**config.mk**
```make
export PLATFORM = sky130hd
export DESIGN_NAME = extended_euclid_gcd
export DESIGN_NICKNAME = d
export VERILOG_FILES = /design/src/eeg_pkg.sv /design/src/extended_euclid_gcd.sv /design/src/eeg_iter_unit.sv
export SDC_FILE = /design/constraint.sdc
export NUM_CORES = 2
export LEC_CHECK = 0
export BUFFER_PORTS_ARGS = -buffer_cell sky130_fd_sc_hd__clkbuf_2
export CAP_MARGIN = 25
export CORE_ASPECT_RATIO = 1.75
export CORE_UTILIZATION = 30
export DETAILED_ROUTE_END_ITERATION = 8
export PLACE_DENSITY = 0.56
export SLEW_MARGIN = 40
export SYNTH_ARGS = -nofsm -noshare
export SYNTH_HDL_FRONTEND = slang
export SYNTH_SLANG_ARGS = --single-unit
```
**constraint.sdc**
```tcl
create_clock -name clock -period 33.2 [get_ports clock]
set_clock_uncertainty 0.1 [all_clocks]
set_input_delay 6.64 -clock clock [delete_from_list [all_inputs] [get_ports clock]]
set_output_delay 6.64 -clock clock [all_outputs]
set_load 0.1 [all_outputs]
```
**src/eeg_pkg.sv**
```systemverilog
// Shared types and constants for the extended Euclid GCD block.
// No dependencies.
`default_nettype none

package eeg_pkg;

   localparam int GCD_W  = 63;
   localparam int COEF_W = 64;

   typedef logic [COEF_W-1:0] coef_type;

   typedef enum logic [3:0] {
      ST_IDLE  = 4'b0001,
      ST_CHECK = 4'b0010,
      ST_DIV   = 4'b0100,
      ST_OUT   = 4'b1000
   } state_type;

endpackage

`default_nettype wire

```
**src/extended_euclid_gcd.sv**
```systemverilog
// Extended Euclid GCD block: usage
// Input channel req_*: operand_a and operand_b; only the low WIDTH bits count.
// Result channel rsp_*: gcd_value and the Bezout coefficients coeff_a, coeff_b
// (64-bit two's complement) with a*coeff_a + b*coeff_b = gcd.
// A beat moves when valid is high and stall is low at a rising clock edge.
// One item at a time: req_stall is high from the accepted beat until its
// result beat has been taken.
// Each item takes k Euclid divisions (up to about 92 at WIDTH 63). Each
// division checks the remainder in ST_CHECK, then runs on the shared divide /
// multiply-accumulate unit in ST_DIV, one quotient bit a cycle, and then
// updates the remainders and coefficients.
// b zero gives gcd a, coefficients 1 and 0, with no division.
// While rsp_stall is high the result beat holds and no new item is taken.
// Synchronous reset returns the block to idle; any item in flight is dropped.
// Depends on eeg_pkg and eeg_iter_unit.
`default_nettype none

module extended_euclid_gcd #(
   parameter int WIDTH = 63
) (
   input  wire logic                              clock,
   input  wire logic                              reset,
   input  wire logic                              req_valid,
   output logic                                   req_stall,
   input  wire logic [eeg_pkg::GCD_W-1:0]         req_operand_a,
   input  wire logic [eeg_pkg::GCD_W-1:0]         req_operand_b,
   output logic                                   rsp_valid,
   input  wire logic                              rsp_stall,
   output logic [eeg_pkg::GCD_W-1:0]              rsp_gcd_value,
   output logic signed [eeg_pkg::COEF_W-1:0]      rsp_coeff_a,
   output logic signed [eeg_pkg::COEF_W-1:0]      rsp_coeff_b
);

   eeg_pkg::state_type  state_ff, state_in;
   logic [WIDTH-1:0]    rp_ff, rp_in;
   logic [WIDTH-1:0]    rc_ff, rc_in;
   eeg_pkg::coef_type   sp_ff, sp_in;
   eeg_pkg::coef_type   sc_ff, sc_in;
   eeg_pkg::coef_type   tp_ff, tp_in;
   eeg_pkg::coef_type   tc_ff, tc_in;

   logic                unit_start;
   logic                unit_done;
   logic [WIDTH-1:0]    unit_rem;
   eeg_pkg::coef_type   unit_ps;
   eeg_pkg::coef_type   unit_pt;

   eeg_iter_unit #(.WIDTH(WIDTH)) u_iter (
      .clock     (clock),
      .reset     (reset),
      .start     (unit_start),
      .dividend  (rp_ff),
      .divisor   (rc_ff),
      .mul_s     (sc_ff),
      .mul_t     (tc_ff),
      .done      (unit_done),
      .remainder (unit_rem),
      .prod_s    (unit_ps),
      .prod_t    (unit_pt)
   );

   always_comb begin
      state_in   = state_ff;
      rp_in      = rp_ff;
      rc_in      = rc_ff;
      sp_in      = sp_ff;
      sc_in      = sc_ff;
      tp_in      = tp_ff;
      tc_in      = tc_ff;
      unit_start = 1'b0;
      unique case (state_ff)
         eeg_pkg::ST_IDLE: begin
            if (req_valid) begin
               rp_in    = req_operand_a[WIDTH-1:0];
               rc_in    = req_operand_b[WIDTH-1:0];
               sp_in    = eeg_pkg::coef_type'(1);
               sc_in    = '0;
               tp_in    = '0;
               tc_in    = eeg_pkg::coef_type'(1);
               state_in = eeg_pkg::ST_CHECK;
            end
         end
         eeg_pkg::ST_CHECK: begin
            if (rc_ff == '0) begin
               state_in = eeg_pkg::ST_OUT;
            end else begin
               unit_start = 1'b1;
               state_in   = eeg_pkg::ST_DIV;
            end
         end
         eeg_pkg::ST_DIV: begin
            if (unit_done) begin
               rp_in    = rc_ff;
               rc_in    = unit_rem;
               sp_in    = sc_ff;
               sc_in    = sp_ff - unit_ps;
               tp_in    = tc_ff;
               tc_in    = tp_ff - unit_pt;
               state_in = eeg_pkg::ST_CHECK;
            end
         end
         eeg_pkg::ST_OUT: begin
            if (!rsp_stall) begin
               state_in = eeg_pkg::ST_IDLE;
            end
         end
         default: state_in = eeg_pkg::ST_IDLE;
      endcase
   end

   always_ff @(posedge clock) begin
      if (reset) begin
         state_ff <= eeg_pkg::ST_IDLE;
      end else begin
         state_ff <= state_in;
      end
      rp_ff <= rp_in;
      rc_ff <= rc_in;
      sp_ff <= sp_in;
      sc_ff <= sc_in;
      tp_ff <= tp_in;
      tc_ff <= tc_in;
   end

   assign req_stall     = (state_ff != eeg_pkg::ST_IDLE);
   assign rsp_valid     = (state_ff == eeg_pkg::ST_OUT);
   assign rsp_gcd_value = eeg_pkg::GCD_W'(rp_ff);
   assign rsp_coeff_a   = $signed(sp_ff);
   assign rsp_coeff_b   = $signed(tp_ff);

endmodule

`default_nettype wire

```
**src/eeg_iter_unit.sv**
```systemverilog
// Shared iterative unit: restoring division, one quotient bit per cycle,
// with the quotient times both coefficients accumulated MSB first. Uses eeg_pkg.
`default_nettype none

module eeg_iter_unit #(
   parameter int WIDTH = 63
) (
   input  wire logic              clock,
   input  wire logic              reset,
   input  wire logic              start,
   input  wire logic [WIDTH-1:0]  dividend,
   input  wire logic [WIDTH-1:0]  divisor,
   input  eeg_pkg::coef_type      mul_s,
   input  eeg_pkg::coef_type      mul_t,
   output logic                   done,
   output logic [WIDTH-1:0]       remainder,
   output eeg_pkg::coef_type      prod_s,
   output eeg_pkg::coef_type      prod_t
);

   localparam int CNT_W = $clog2(WIDTH + 1);

   logic                 running_ff, running_in;
   logic                 done_ff, done_in;
   logic [CNT_W-1:0]     count_ff, count_in;
   logic [WIDTH-1:0]     rem_ff, rem_in;
   logic [WIDTH-1:0]     dvd_ff, dvd_in;
   logic [WIDTH-1:0]     dsr_ff, dsr_in;
   eeg_pkg::coef_type    ms_ff, ms_in;
   eeg_pkg::coef_type    mt_ff, mt_in;
   eeg_pkg::coef_type    ps_ff, ps_in;
   eeg_pkg::coef_type    pt_ff, pt_in;

   logic [WIDTH:0]       trial;
   logic [WIDTH:0]       diff;
   logic                 qbit;

   assign trial = {rem_ff, dvd_ff[WIDTH-1]};
   assign diff  = trial - {1'b0, dsr_ff};
   assign qbit  = (trial >= {1'b0, dsr_ff});

   always_comb begin
      running_in = running_ff;
      done_in    = 1'b0;
      count_in   = count_ff;
      rem_in     = rem_ff;
      dvd_in     = dvd_ff;
      dsr_in     = dsr_ff;
      ms_in      = ms_ff;
      mt_in      = mt_ff;
      ps_in      = ps_ff;
      pt_in      = pt_ff;
      if (start) begin
         running_in = 1'b1;
         count_in   = CNT_W'(WIDTH);
         rem_in     = '0;
         dvd_in     = dividend;
         dsr_in     = divisor;
         ms_in      = mul_s;
         mt_in      = mul_t;
         ps_in      = '0;
         pt_in      = '0;
      end else if (running_ff) begin
         rem_in   = qbit ? diff[WIDTH-1:0] : trial[WIDTH-1:0];
         dvd_in   = {dvd_ff[WIDTH-2:0], 1'b0};
         // product mod 2^64, Horner form over the quotient bits
         ps_in    = {ps_ff[eeg_pkg::COEF_W-2:0], 1'b0} + (qbit ? ms_ff : '0);
         pt_in    = {pt_ff[eeg_pkg::COEF_W-2:0], 1'b0} + (qbit ? mt_ff : '0);
         count_in = count_ff - CNT_W'(1);
         if (count_ff == CNT_W'(1)) begin
            running_in = 1'b0;
            done_in    = 1'b1;
         end
      end
   end

   always_ff @(posedge clock) begin
      if (reset) begin
         running_ff <= 1'b0;
         done_ff    <= 1'b0;
         count_ff   <= '0;
      end else begin
         running_ff <= running_in;
         done_ff    <= done_in;
         count_ff   <= count_in;
      end
      rem_ff <= rem_in;
      dvd_ff <= dvd_in;
      dsr_ff <= dsr_in;
      ms_ff  <= ms_in;
      mt_ff  <= mt_in;
      ps_ff  <= ps_in;
      pt_ff  <= pt_in;
   end

   assign done      = done_ff;
   assign remainder = rem_ff;
   assign prod_s    = ps_ff;
   assign prod_t    = pt_ff;

endmodule

`default_nettype wire

```
==> results by group <==
Setup path
  – Maximum fanout along the worst path: 6
  – CP Data Required Time: roughly 26,000 ps
  – CP Launch Type: flip-flop
  – CP Data Arrival Time: between 2000 and 2500 ps
  – CP delay by family, top: buffers and inverters
  – CP Class: flip-flop to output pin
  – Slowest cell on the critical path: clkbuf_2
  – Critical Path Max Stage Delay: 550 ps
  – Crit. End Element: output pin
  – Cell-by-cell trace of the critical path: nor4b_1 -> clkbuf_2
  – Critical path buffer and inverter count: 1

Logic synthesis
  – Synth area leaders: edfxtp_1 (38%), dfxtp_1 (8.2%), ha_1 (7.9%)
  – Post-synthesis cell type count: between 90 and 100
  – Mapped cell area: approximately 50,000 um^2
  – Flops & latches, synth: 839
  – Syn Inst Count: 5,300
  – EDFF count, synth: 636
  – Synthesized net count: around 5,800
  – Ys Warns: 0
  – Syn avg cell area: about 9.4 um^2
  – Yosys top cell by area: edfxtp_1
  – Post-synth ARST share: 0%
  – Register area share after synthesis: a little under half
  – Post-synth top flop: edfxtp_1
  – Yosys top cell area share: between 30% and 40%

Placed design
  – Gp weighted congestion: 0.894
  – Post-DP HPWL: around 110,000 um
  – Port buffer count: roughly 320
  – Placed Area: roughly 54,000 um^2

Timing
  – Final Critical Period: 8800 ps
  – Slew @ Worst Pin: 939 ps
  – Rel. slew slack: between 30% and 40%
  – Final Setup Violations: 0
  – RSZ-0062 raised after global routing: false
  – Final Hold Vio Count: 0
  – Final period util: about a quarter
  – Max-slew violations: 0
  – Final TNS setup: 0 ps
  – Peak Freq: 114 MHz

Global routing
  – Initial antenna violation count: 2
  – Vias in the first global route: ~40,000
  – First-pass GRT wire length: about 220,000 um
  – Total GRT Usage: between 15 and 20%
  – Largest net degree at the start of global routing: about 170
  – GRT overflow: 0

Route
  – DRC Markers: 0
  – Antenna violation net count after detailed routing: 0
  – 1st-iter DRT viols: 2,407
  – Routed vias/inst: approximately 5
  – Routed WL per cell: approximately 19 um
  – Via count: 39,065
  – Wirelength, routed: between 100,000 and 150,000 um
  – DRT Pass-1 Iters: 5

Finish
  – Commonest non-fill, non-tap cells in the layout: nand2_1 (806), edfxtp_1 (636), nor2_1 (464)
  – Commonest non-fill, non-tap cell in the layout: nand2_1
  – Fraction of layout cells with a size suffix above 1: 9.90%
  – Total Nets Final: 5,940
  – Finished Cell Area: between 50,000 and 60,000 um^2
  – Area Growth Syn to Fin: 13.9%
  – Core Util, Final: 34.4%

Clocking
  – TritonCTS clock tree: yes
  – Hold_buf cts: 0
  – Post CTS Setup Buffer Count: 0
  – Clock sinks: ~840
  – Longest Clk Path Bufs: 3
  – CTS buffer count: 89
  – Reg clk slew, reported paths: roughly 60 ps
  – Clk Latency, worst-skew pair: approximately 670 ps
  – Post-CTS resize count: 0
  – Root buffer cell: clkbuf_16
  – H-tree Lvls: 3

Run
  – Max cap viols: 0

Floorplanning
  – Die width: 310 um
  – Core ar.: roughly 160,000 um^2
  – I/O pin total: around 320
  – Die ar.: roughly 170,000 um^2
  – Cell Rows: 197
  – Initial cell density of the core: around 30%
  – Die height: ~540 um

Hold path
  – Hold Path Class: flip-flop to flip-flop

Status
  – Outcome: complete, no violations
## logic make-up (layout without fill, tap and decap cells)
group                      after synthesis  after routing  share of synthesized area, %
other                                    0              3                             0
adders and majority gates              320            320                          8.12
AOI/OAI and AO/OA                     1275           1275                          16.4
xor gates and xnor gates               278            278                          4.89
muxes                                   89             89                          1.80
buffers and inverters                  529            794                          4.03
DFF                                    839            839                          46.5
and+or+nand+nor                       1970           1970                          18.2
## stage by stage
step	setup slack (ps)	cells	hold WS, ps
final	24400	7757	332
after global routing	24310	7756	346
after CTS	24360	7750	332
after detailed placement	23920	7584	324
after global placement	23540	7581	322
after floorplan	9340	5300	317
## metal layers
metal | share of wire [%] | vias up | global-route usage [%]
li1 | - | 19169 | -
met1 | 39 | 18579 | 18.2
met2 | 53 | 1018 | 32.2
met3 | 4.5 | 299 | 2.65
met4 | 4.3 | 0 | 7.49
met5 | 0 | - | 0
## final cells by class
cell class / count / area (um^2)
fill: 17062 / 108000
clock inverter: 46 / 495
multi-input combinational: 3932 / 24700
tap: 2189 / 2740
sequential: 839 / 23200
clock buffer: 120 / 2490
timing repair buffer: 359 / 2080
antenna: 3 / 7.51
inverter: 269 / 1020
## cell usage after synthesis (44+ instances only)
cell,count
clkbuf_1,230
o21ai_0,192
a211oi_1,64
dfxtp_1,203
a21oi_1,423
o21bai_1,57
a21o_1,214
nor3_1,55
nand3_1,64
xnor2_1,166
ha_1,315
xor2_1,112
nand2_1,806
nand4_1,87
nor2_1,468
edfxtp_1,636
inv_1,268
and2_1,277
mux2i_1,85
o21ai_1,44
## state kept, by name (all words and copies together), names as in the netlist, 64 cells and up
register / flops
u_iter.prod_t: 64
u_iter.mt_ff: 64
rsp_coeff_a: 64
rsp_coeff_b: 64
u_iter.prod_s: 64
sc_ff: 64
tc_ff: 64
u_iter.ms_ff: 64
## path summary, 6_finish.rpt
kind,start,end,slack (ps),cells past startpoint
worst max-delay path,state_ff[0]$_SDFFE_PP1P_,rsp_valid,24400,2
worst min-delay path,sc_ff[8]$_SDFFCE_PN0P_,u_iter.ms_ff[8]$_DFFE_PP_,330,0
worst max register to register,u_iter.dvd_ff[62]$_DFFE_PP_,u_iter.prod_t[61]$_SDFFE_PP0P_,25080,27
worst min register to register,sc_ff[8]$_SDFFCE_PN0P_,u_iter.ms_ff[8]$_DFFE_PP_,330,0
Power is left out: the tool's default activity adds up to more than one toggle a clock period on the data nets, which glitch-free logic cannot reach.
